File: src/hw/rtl/modbus_rtu_slave_frame_engine_unit_defines.svh
// Assertion macros shared by the frame engine modules.
// Needs no other file; the active forms are left out when SYNTH is defined.
`ifndef MODBUS_RTU_SLAVE_FRAME_ENGINE_UNIT_DEFINES_SVH
`define MODBUS_RTU_SLAVE_FRAME_ENGINE_UNIT_DEFINES_SVH
`ifndef SYNTH
// The property must hold at every rising edge outside reset.
`define MBRTU_ASSERT(lbl, clk, rst_n, prop, msg) \
	lbl: assert property (@(posedge clk) disable iff (!rst_n) (prop)) else $error(msg);
// The condition must never be true at a rising edge outside reset.
`define MBRTU_ASSERT_NEVER(lbl, clk, rst_n, cond, msg) \
	lbl: assert property (@(posedge clk) disable iff (!rst_n) !(cond)) else $error(msg);
`else
`define MBRTU_ASSERT(lbl, clk, rst_n, prop, msg)
`define MBRTU_ASSERT_NEVER(lbl, clk, rst_n, cond, msg)
`endif
`endif

File: src/hw/rtl/mbrtu_pkg.sv
// Shared constants, types and the CRC-16/MODBUS byte update.
// Used by every module of the frame engine; depends on nothing.
package mbrtu_pkg;

	localparam logic [15:0] CRC_INIT       = 16'hFFFF;
	localparam logic [15:0] CRC_POLY       = 16'hA001;
	localparam logic [7:0]  FN_READ        = 8'h03;
	localparam logic [7:0]  FN_WRITE       = 8'h06;
	localparam logic [8:0]  LIMIT_RESET    = 9'd250;
	localparam logic [7:0]  STATION_RESET  = 8'd1;
	localparam int          NUM_REGS_DEF   = 256;
	localparam int          MAX_READ_DEF   = 29;

	// One checked request, handed from the receiver to the responder.
	typedef struct packed {
		logic [7:0]  addr;
		logic        is_write;
		logic [15:0] reg_addr;
		logic [15:0] value;
		logic [15:0] crc;
	} cmd_t;

	// Fill state of the request queue.
	typedef struct packed {
		logic full;
		logic empty;
	} fifo_stat_t;

	// Responder status seen by the receiver.
	typedef struct packed {
		logic clearing;
	} back_stat_t;

	// Fold one byte into a CRC-16/MODBUS remainder, LSB first.
	function automatic logic [15:0] crc_feed(input logic [15:0] crc, input logic [7:0] b);
		logic [15:0] c;
		c = crc ^ {8'h00, b};
		for (int k = 0; k < 8; k++) begin
			if (c[0]) begin
				c = (c >> 1) ^ CRC_POLY;
			end else begin
				c = c >> 1;
			end
		end
		return c;
	endfunction

endpackage

File: src/hw/rtl/mbrtu_front.sv
// Request receiver: collects the 8-byte frame, runs the CRC and checks the request.
// Depends on mbrtu_pkg; pushes accepted requests into the request queue.
module mbrtu_front
	import mbrtu_pkg::*;
#(
	parameter int MAX_READ_COUNT = MAX_READ_DEF
) (
	input  logic        clk,
	input  logic        arst_n,
	input  logic        s_tvalid,
	output logic        s_tready,
	input  logic [7:0]  s_tdata,
	input  logic [0:0]  s_tuser,
	input  logic        cfg_we,
	input  logic [8:0]  cfg_wdata,
	input  fifo_stat_t  fstat,
	input  back_stat_t  bstat,
	output logic        push,
	output cmd_t        push_cmd
);

	logic [3:0]  pos_q;
	logic [15:0] crc_q;
	logic [8:0]  limit_q;
	logic [7:0]  fb_q [6];
	logic        lo_ok_q;

	logic        accept;
	logic [3:0]  pos;
	logic [15:0] crc_base;
	logic [15:0] reg_addr;
	logic [15:0] value;
	logic        fn_ok;
	logic        crc_ok;
	logic        qty_ok;

	// Input is held off while the register store is cleared or the queue is full.
	assign s_tready = !bstat.clearing && !fstat.full;
	assign accept   = s_tvalid && s_tready;

	// A start flag restarts the frame and the CRC.
	assign pos      = s_tuser[0] ? 4'd0 : pos_q;
	assign crc_base = s_tuser[0] ? CRC_INIT : crc_q;

	// Checks made when the eighth byte arrives.
	assign reg_addr = {fb_q[2], fb_q[3]};
	assign value    = {fb_q[4], fb_q[5]};
	assign fn_ok    = (fb_q[1] == FN_READ) || (fb_q[1] == FN_WRITE);
	assign crc_ok   = lo_ok_q && (s_tdata == crc_base[15:8]);
	assign qty_ok   = (fb_q[1] == FN_WRITE) ||
		((value != 16'd0) && (value <= 16'(MAX_READ_COUNT)));
	assign push     = accept && (pos == 4'd7) && fn_ok && crc_ok && qty_ok &&
		(reg_addr < {7'd0, limit_q});

	assign push_cmd.addr     = fb_q[0];
	assign push_cmd.is_write = (fb_q[1] == FN_WRITE);
	assign push_cmd.reg_addr = reg_addr;
	assign push_cmd.value    = value;
	assign push_cmd.crc      = crc_base;

	// Frame position, running CRC and the limit register.
	// A start byte is always at position 0, so its CRC update starts from the initial value.
	always_ff @(posedge clk or negedge arst_n) begin
		if (!arst_n) begin
			pos_q   <= 4'd8;
			crc_q   <= CRC_INIT;
			limit_q <= LIMIT_RESET;
		end else begin
			if (cfg_we) begin
				limit_q <= cfg_wdata;
			end
			if (accept) begin
				if (!pos[3]) begin
					if (pos < 4'd6) begin
						crc_q <= crc_feed(crc_base, s_tdata);
					end
					pos_q <= 4'(pos + 4'd1);
				end else begin
					pos_q <= pos;
				end
			end
		end
	end

	// Frame bytes and the low CRC byte check.
	always_ff @(posedge clk) begin
		if (accept && !pos[3]) begin
			if (pos < 4'd6) begin
				fb_q[pos[2:0]] <= s_tdata;
			end
			if (pos == 4'd6) begin
				lo_ok_q <= (s_tdata == crc_base[7:0]);
			end
		end
	end

endmodule

File: src/hw/rtl/mbrtu_cmd_fifo.sv
// Two-entry request queue between the receiver and the responder.
// Depends on mbrtu_pkg and the assertion macro header.
`include "modbus_rtu_slave_frame_engine_unit_defines.svh"
module mbrtu_cmd_fifo
	import mbrtu_pkg::*;
(
	input  logic       clk,
	input  logic       arst_n,
	input  logic       push,
	input  cmd_t       push_cmd,
	input  logic       pop,
	output cmd_t       head,
	output fifo_stat_t stat
);

	cmd_t       ent_q [2];
	logic       wr_q;
	logic       rd_q;
	logic [1:0] cnt_q;

	assign head       = ent_q[rd_q];
	assign stat.full  = (cnt_q == 2'd2);
	assign stat.empty = (cnt_q == 2'd0);

	// Pointers and fill count.
	always_ff @(posedge clk or negedge arst_n) begin
		if (!arst_n) begin
			wr_q  <= 1'b0;
			rd_q  <= 1'b0;
			cnt_q <= 2'd0;
		end else begin
			if (push) begin
				wr_q <= !wr_q;
			end
			if (pop) begin
				rd_q <= !rd_q;
			end
			if (push && !pop) begin
				cnt_q <= 2'(cnt_q + 2'd1);
			end else if (pop && !push) begin
				cnt_q <= 2'(cnt_q - 2'd1);
			end
		end
	end

	// Entry storage.
	always_ff @(posedge clk) begin
		if (push) begin
			ent_q[wr_q] <= push_cmd;
		end
	end

	`MBRTU_ASSERT_NEVER(a_fifo_overflow, clk, arst_n, push && stat.full && !pop, "request queue overflow")
	`MBRTU_ASSERT_NEVER(a_fifo_underflow, clk, arst_n, pop && stat.empty, "request queue underflow")

endmodule

File: src/hw/rtl/mbrtu_back.sv
// Responder: executes queued requests on the holding register store and sends replies.
// Depends on mbrtu_pkg and the assertion macro header.
`include "modbus_rtu_slave_frame_engine_unit_defines.svh"
module mbrtu_back
	import mbrtu_pkg::*;
#(
	parameter int NUM_REGS = NUM_REGS_DEF
) (
	input  logic       clk,
	input  logic       arst_n,
	input  cmd_t       head,
	input  fifo_stat_t fstat,
	output logic       pop,
	output back_stat_t bstat,
	output logic       m_tvalid,
	input  logic       m_tready,
	output logic [7:0] m_tdata,
	output logic       m_tlast
);

	localparam int AW = $clog2(NUM_REGS);

	localparam logic [3:0] ST_CLEAR = 4'd0;
	localparam logic [3:0] ST_IDLE  = 4'd1;
	localparam logic [3:0] ST_ECHO  = 4'd2;
	localparam logic [3:0] ST_HEAD  = 4'd3;
	localparam logic [3:0] ST_RDREQ = 4'd4;
	localparam logic [3:0] ST_HI    = 4'd5;
	localparam logic [3:0] ST_LO    = 4'd6;
	localparam logic [3:0] ST_CRCL  = 4'd7;
	localparam logic [3:0] ST_CRCH  = 4'd8;

	logic [3:0]    state_q;
	logic [AW-1:0] clr_q;
	logic [7:0]    station_q;
	cmd_t          cmd_q;
	logic [2:0]    idx_q;
	logic [16:0]   cur_q;
	logic [4:0]    rem_q;
	logic [15:0]   crc_q;
	logic          rd_zero_q;
	logic [15:0]   rd_data_q;
	logic [15:0]   regs_mem [NUM_REGS];
	logic          out_valid_q;
	logic [7:0]    out_data_q;
	logic          out_last_q;

	logic          out_free;
	logic          addr_ok;
	logic          emit;
	logic [7:0]    emit_byte;
	logic          emit_last;
	logic          mem_we;
	logic [AW-1:0] mem_waddr;
	logic [15:0]   mem_wdata;
	logic          rd_en;
	logic [15:0]   rd_word;

	assign out_free       = !out_valid_q || m_tready;
	assign addr_ok        = (head.addr == station_q) || (head.addr == 8'd0);
	assign rd_word        = rd_zero_q ? 16'd0 : rd_data_q;
	assign bstat.clearing = (state_q == ST_CLEAR);
	assign m_tvalid       = out_valid_q;
	assign m_tdata        = out_data_q;
	assign m_tlast        = out_last_q;

	// Per-state byte selection and store access.
	always_comb begin
		pop       = 1'b0;
		emit      = 1'b0;
		emit_byte = 8'd0;
		emit_last = 1'b0;
		mem_we    = 1'b0;
		mem_waddr = clr_q;
		mem_wdata = 16'd0;
		rd_en     = 1'b0;
		unique case (state_q)
			ST_CLEAR: begin
				mem_we = 1'b1;
			end
			ST_IDLE: begin
				pop = !fstat.empty;
				if (pop && addr_ok && head.is_write &&
					({1'b0, head.reg_addr} < 17'(NUM_REGS))) begin
					mem_we    = 1'b1;
					mem_waddr = head.reg_addr[AW-1:0];
					mem_wdata = head.value;
				end
			end
			ST_ECHO: begin
				emit      = out_free;
				emit_last = (idx_q == 3'd7);
				case (idx_q)
					3'd0:    emit_byte = cmd_q.addr;
					3'd1:    emit_byte = FN_WRITE;
					3'd2:    emit_byte = cmd_q.reg_addr[15:8];
					3'd3:    emit_byte = cmd_q.reg_addr[7:0];
					3'd4:    emit_byte = cmd_q.value[15:8];
					3'd5:    emit_byte = cmd_q.value[7:0];
					3'd6:    emit_byte = cmd_q.crc[7:0];
					default: emit_byte = cmd_q.crc[15:8];
				endcase
			end
			ST_HEAD: begin
				emit = out_free;
				case (idx_q)
					3'd0:    emit_byte = cmd_q.addr;
					3'd1:    emit_byte = FN_READ;
					default: emit_byte = {2'b00, rem_q, 1'b0};
				endcase
			end
			ST_RDREQ: begin
				rd_en = 1'b1;
			end
			ST_HI: begin
				emit      = out_free;
				emit_byte = rd_word[15:8];
			end
			ST_LO: begin
				emit      = out_free;
				emit_byte = rd_word[7:0];
			end
			ST_CRCL: begin
				emit      = out_free;
				emit_byte = crc_q[7:0];
			end
			ST_CRCH: begin
				emit      = out_free;
				emit_byte = crc_q[15:8];
				emit_last = 1'b1;
			end
			default: begin
				emit = 1'b0;
			end
		endcase
	end

	// Sequencer, station address and output register.
	always_ff @(posedge clk or negedge arst_n) begin
		if (!arst_n) begin
			state_q     <= ST_CLEAR;
			clr_q       <= '0;
			station_q   <= STATION_RESET;
			out_valid_q <= 1'b0;
		end else begin
			if (emit) begin
				out_valid_q <= 1'b1;
			end else if (m_tready) begin
				out_valid_q <= 1'b0;
			end
			unique case (state_q)
				ST_CLEAR: begin
					clr_q <= AW'(clr_q + 1'b1);
					if (clr_q == AW'(NUM_REGS - 1)) begin
						state_q <= ST_IDLE;
					end
				end
				ST_IDLE: begin
					if (pop && addr_ok) begin
						if (head.is_write) begin
							if (head.reg_addr == 16'd0) begin
								station_q <= head.value[7:0];
							end
							state_q <= ST_ECHO;
						end else begin
							state_q <= ST_HEAD;
						end
					end
				end
				ST_ECHO: begin
					if (emit && (idx_q == 3'd7)) begin
						state_q <= ST_IDLE;
					end
				end
				ST_HEAD: begin
					if (emit && (idx_q == 3'd2)) begin
						state_q <= ST_RDREQ;
					end
				end
				ST_RDREQ: begin
					state_q <= ST_HI;
				end
				ST_HI: begin
					if (emit) begin
						state_q <= ST_LO;
					end
				end
				ST_LO: begin
					if (emit) begin
						state_q <= (rem_q == 5'd1) ? ST_CRCL : ST_RDREQ;
					end
				end
				ST_CRCL: begin
					if (emit) begin
						state_q <= ST_CRCH;
					end
				end
				ST_CRCH: begin
					if (emit) begin
						state_q <= ST_IDLE;
					end
				end
				default: begin
					state_q <= ST_IDLE;
				end
			endcase
		end
	end

	// Request payload, reply CRC and read cursor.
	always_ff @(posedge clk) begin
		if (emit) begin
			out_data_q <= emit_byte;
			out_last_q <= emit_last;
		end
		if (state_q == ST_IDLE) begin
			cmd_q <= head;
			idx_q <= 3'd0;
			crc_q <= CRC_INIT;
			cur_q <= {1'b0, head.reg_addr};
			rem_q <= head.value[4:0];
		end
		if (emit) begin
			idx_q <= 3'(idx_q + 3'd1);
			if ((state_q == ST_HEAD) || (state_q == ST_HI) || (state_q == ST_LO)) begin
				crc_q <= crc_feed(crc_q, emit_byte);
			end
			if (state_q == ST_LO) begin
				cur_q <= 17'(cur_q + 17'd1);
				rem_q <= 5'(rem_q - 5'd1);
			end
		end
		if (state_q == ST_RDREQ) begin
			rd_zero_q <= (cur_q >= 17'(NUM_REGS));
		end
	end

	// Holding register store: one write port, one registered read port.
	always_ff @(posedge clk) begin
		if (mem_we) begin
			regs_mem[mem_waddr] <= mem_wdata;
		end
		if (rd_en) begin
			rd_data_q <= regs_mem[cur_q[AW-1:0]];
		end
	end

	`MBRTU_ASSERT_NEVER(a_no_reply_in_clear, clk, arst_n, bstat.clearing && out_valid_q, "reply during store clear")
	`MBRTU_ASSERT(a_hi_after_read, clk, arst_n, (state_q == ST_HI) |-> (($past(state_q) == ST_RDREQ) || ($past(state_q) == ST_HI)), "register byte without a store read")

endmodule

File: src/hw/rtl/modbus_rtu_slave_frame_engine_unit.sv
// Modbus RTU slave frame engine: read and write holding registers over 8-byte request frames.
// A write is answered with an echo of the eight request bytes; a read reply is a three-byte
// head, two data bytes per register and two CRC bytes, with one store read for every register.
// Throughput: one request byte per cycle while the two-entry request queue has room and the
// store is not cleared. Reset: asynchronous; the store is then cleared one entry a cycle,
// all NUM_REGS entries, during which no request byte is taken.
module modbus_rtu_slave_frame_engine_unit
	import mbrtu_pkg::*;
#(
	parameter int NUM_REGS       = NUM_REGS_DEF,
	parameter int MAX_READ_COUNT = MAX_READ_DEF
) (
	input  logic       clk,
	input  logic       arst_n,
	input  logic       s_tvalid,
	output logic       s_tready,
	input  logic [7:0] s_tdata,   // [7:0] rx_byte
	input  logic [0:0] s_tuser,   // [0] frame_start
	output logic       m_tvalid,
	input  logic       m_tready,
	output logic [7:0] m_tdata,   // [7:0] tx_byte
	output logic       m_tlast,
	input  logic       cfg_we,
	input  logic [8:0] cfg_wdata
);

	fifo_stat_t fstat;
	back_stat_t bstat;
	logic       push;
	cmd_t       push_cmd;
	logic       pop;
	cmd_t       head;

	// Receiver and request checks.
	mbrtu_front #(
		.MAX_READ_COUNT(MAX_READ_COUNT)
	) u_front (
		.clk(clk),
		.arst_n(arst_n),
		.s_tvalid(s_tvalid),
		.s_tready(s_tready),
		.s_tdata(s_tdata),
		.s_tuser(s_tuser),
		.cfg_we(cfg_we),
		.cfg_wdata(cfg_wdata),
		.fstat(fstat),
		.bstat(bstat),
		.push(push),
		.push_cmd(push_cmd)
	);

	// Request queue.
	mbrtu_cmd_fifo u_fifo (
		.clk(clk),
		.arst_n(arst_n),
		.push(push),
		.push_cmd(push_cmd),
		.pop(pop),
		.head(head),
		.stat(fstat)
	);

	// Responder and register store.
	mbrtu_back #(
		.NUM_REGS(NUM_REGS)
	) u_back (
		.clk(clk),
		.arst_n(arst_n),
		.head(head),
		.fstat(fstat),
		.pop(pop),
		.bstat(bstat),
		.m_tvalid(m_tvalid),
		.m_tready(m_tready),
		.m_tdata(m_tdata),
		.m_tlast(m_tlast)
	);

endmodule
File: config.mk
export PLATFORM = sky130hd
export DESIGN_NAME = modbus_rtu_slave_frame_engine_unit
export DESIGN_NICKNAME = d
export VERILOG_FILES = /design/src/hw/rtl/mbrtu_pkg.sv /design/src/hw/rtl/mbrtu_front.sv /design/src/hw/rtl/mbrtu_cmd_fifo.sv /design/src/hw/rtl/mbrtu_back.sv /design/src/hw/rtl/modbus_rtu_slave_frame_engine_unit.sv
export VERILOG_INCLUDE_DIRS = /design/src /design/src/hw/rtl
export SDC_FILE = /design/constraint.sdc
export NUM_CORES = 2
export LEC_CHECK = 0
export BUFFER_PORTS_ARGS = -buffer_cell sky130_fd_sc_hd__buf_4
export CAP_MARGIN = 20
export CORE_MARGIN = 5
export CORE_UTILIZATION = 60
export CTS_BUF_LIST = sky130_fd_sc_hd__clkbuf_16
export CTS_CLUSTER_SIZE = 30
export DETAILED_ROUTE_END_ITERATION = 10
export MAX_ROUTING_LAYER = met4
export PLACE_DENSITY = 0.77
export REMOVE_ABC_BUFFERS = 1
export SLEW_MARGIN = 40
export SYNTH_ARGS = -nofsm -noshare
export SYNTH_HDL_FRONTEND = slang
export SYNTH_MEMORY_MAX_BITS = 65536
export SYNTH_SLANG_ARGS = --single-unit
File: constraint.sdc
create_clock -name clk -period 15.6 [get_ports clk]
set_input_delay 3.9 -clock clk [delete_from_list [all_inputs] [get_ports clk]]
set_output_delay 3.9 -clock clk [all_outputs]
set_load 0.02 [all_outputs]
==> impl_metrics.toml <==
[placement]
place.port_buffers = 33
dp_slack_ps = 8380
place_hpwl_mm = 237
gp_congestion = 0.903
dp.cells = 11000

[global_routing]
grt_pass1_vias = 83300
grt-ovfl-total = 0
grt_usage = 0.309
grt_max_degree = 133
grt_first_pass_wirelength_mm = 627
antenna_found_initial = 33

[setup_path]
cp_slowest_cell = "dfrtp_1"
crit_family = "flip-flops"
path_max_fanout = 16
crit_start = "u_back.state_q[1]$_DFFE_PN0P_"
crit_path_frequent_cell = "buf_4"
worst_ep_arrival_time_ps = 2550
path_cells = "nor4_2 > buf_4 > a21oi_1 > buf_4"
end_kind = "output pin"
worstSetupStartpointType = "register"
crit_buf_inv = 2
crit_type = "reg2out"
rr_startpoint = "u_back.state_q[0]$_DFFE_PN0P_"
required_ps = 11700
slowest_delay_ps = 710

[sta]
fin_skew_ps = 98.9
maxSlewHeadroom = 0.279
report.final.setup_viol = 0
fmax_mhz = 155
tns_ps = 0
fin_crit_ps = 6450
rsz0062_at_grt = "no"
tightest_slew_ps = 1080
finalWorstSetupSlack_ps = 9150
period_share = 0.414
hold_viol = 0
maxSlewViolCount = 0

[logic_synthesis]
syn_inst = 7256
yosysWarningCount = 0
async_flop_share = 0.0122
syn-cell-area_mm2 = 0.171
synth_edf_count = 4344
synth_seq_cells = 4436
yosysSeqAreaShare = 0.775
synth_flop_cell = "edfxtp_1"
synth.distinct_cells = 75
avgSynthCellArea_um2 = 23.6

[detailed_routing]
wl_per_cell_um = 37.8
antenna_left = 0
routed_wl_mm = 448
drtIter0Drc = 14000
vias = 84100
dr.pass1.iters = 7
drcViolationCount = 0
viasPerCell = 7.11

[floorplan]
die_area_mm2 = 0.296
die-width_um = 544
core_mm2 = 0.284
start_util = 0.601
chipHeight_um = 544
rows = 196
ios = 34

[layout]
fin_nets = 7743
area_growth_pct = 12.2
fin_cells = 11800
drive_gt1_frac = 0.321
final_util = 0.675
fillers = 16100

[clock_tree]
htree_levels = 5
cts_tree = "done"
cts_buffer_depth = 4
cts_resized = 0
cts.sinks = 4436
postCtsSetupBuffers = 0
hold_buffers = 0
ctsRootBufferMaster = "clkbuf_16"
cts_buffers = 422
worstSkewPairLatency_ps = 960
cts.clk_slew.worst_paths_ps = 60

[power_and_ir_drop]
p_per_area_mw_per_mm2 = 148
p_leak_nw = 49.4
power_mw = 28.5
ir_worst_vdd_uv = 130

[worst_hold_path]
holdCritPathClass = "reg2reg"
hp-start = "u_back.cur_q[16]$_DFF_P_"

[job]
max_cap_viol_count = 0

[status]
status = "complete, no violations"
-- stage by stage --
stage / cell area, um2 / hold slack, ps
after floorplan: 169000 / 421
after global placement: 177000 / 458
after detailed placement: 178000 / 443
after CTS: 192000 / 472
after global routing: 192000 / 503
final: 192000 / 471
-- cells by family (layout without fill, tap and decap cells) --
family	after synthesis	in the layout	share of synthesized area
other	0	34	0
XOR/XNOR	65	65	0.00358
flip-flops	4436	4436	0.775
buffers and inverters	449	1236	0.0111
multiplexers	1430	1430	0.184
AO/OA/AOI/OAI	212	212	0.00797
adder cells (fa/ha/maj)	25	25	0.00183
AND/OR/NAND/NOR	639	639	0.0170
-- synth_stat cells, drive strengths merged (20+ instances only) --
library cell	instances	area, um2
edfxtp	4344	130000
mux4	1360	30600
nor2	369	1420
buf	199	965
clkbuf	191	717
nand2	87	327
o21ai	70	350
inv	59	221
a21oi	56	288
nor3	55	310
mux2	50	567
dfxtp	38	761
xnor2	32	295
xor2	31	272
dfrtp	30	751
ha	25	313
dfstp	24	631
mux2i	20	213
nand3	20	100
-- registers in the layout, indices dropped and copies added, names as in the netlist, 3 cells and up --
register          count
u_back.rd_data_q     16
u_front.pos_q         4
u_back.m_tdata        8
u_back.cmd_q         56
u_back.cur_q         17
u_fifo.ent_q        114
u_back.idx_q          3
u_back.crc_q         16
u_back.station_q      8
u_front.fb_q         48
u_front.limit_q       9
u_back.rem_q          5
u_back.state_q        4
u_back.regs_mem    4096
u_back.clr_q          8
u_front.crc_q        16
-- routing by layer --
layer | track usage | vias to the layer above | wire length (um)
li1 | - | 31800 | -
met1 | 0.418 | 44300 | 154000
met2 | 0.472 | 7013 | 219000
met3 | 0.0743 | 986 | 55900
met4 | 0.105 | 0 | 19400
met5 | - | - | 0
-- cells in the final DEF, fill, tap and decap left out, types with 19 or more instances in the layout --
cell type / count
edfxtp_1: 4344
mux4_2: 1360
clkbuf_16: 428
buf_4: 318
nor2_1: 293
inv_1: 130
clkinv_1: 104
clkinv_2: 95
nand2_1: 86
o21ai_0: 69
mux2_2: 49
nor2_4: 49
buf_6: 47
nor3_1: 45
a21oi_1: 38
bufinv_16: 38
diode_2: 34
xor2_1: 31
dfxtp_1: 31
xnor2_1: 30
dfrtp_1: 29
nor2_2: 27
ha_1: 25
dfstp_2: 24
nand3_1: 20
a22oi_1: 19
buf_12: 19
-- where the power goes --
group,total (mW),internal (mW),switching (mW)
combinational,4.87,2.01,2.86
sequential,13.5,13.2,0.324
clock,10.1,5.61,4.45
-- final timing paths --
path / to / slack [ps] / depth (start not counted)
max: s_tready / 9150 / 4
min: u_back.cur_q[16]$_DFF_P_ / 470 / 1
max reg2reg: u_back.regs_mem[198][0]$_DFFE_PP_ / 9860 / 9
min reg2reg: u_back.cur_q[16]$_DFF_P_ / 470 / 1
max in group asynchronous: u_back.clr_q[7]$_DFFE_PN0N_ / 12230 / 1
min in group asynchronous: u_front.pos_q[2]$_DFFE_PN0P_ / 2910 / 1
-- final cells by class --
type,instances,area (um2),share of cell area
sequential,4436,133000,0.691
multi-input combinational,2371,37300,0.194
clock buffer,428,10700,0.0558
tap,3762,4710,0.0245
timing repair buffer,405,3750,0.0196
clock inverter,344,2650,0.0138
inverter,59,221,0.00115
antenna,34,85.1,0.000443
Note: power is estimated with default switching activity, not from simulation.
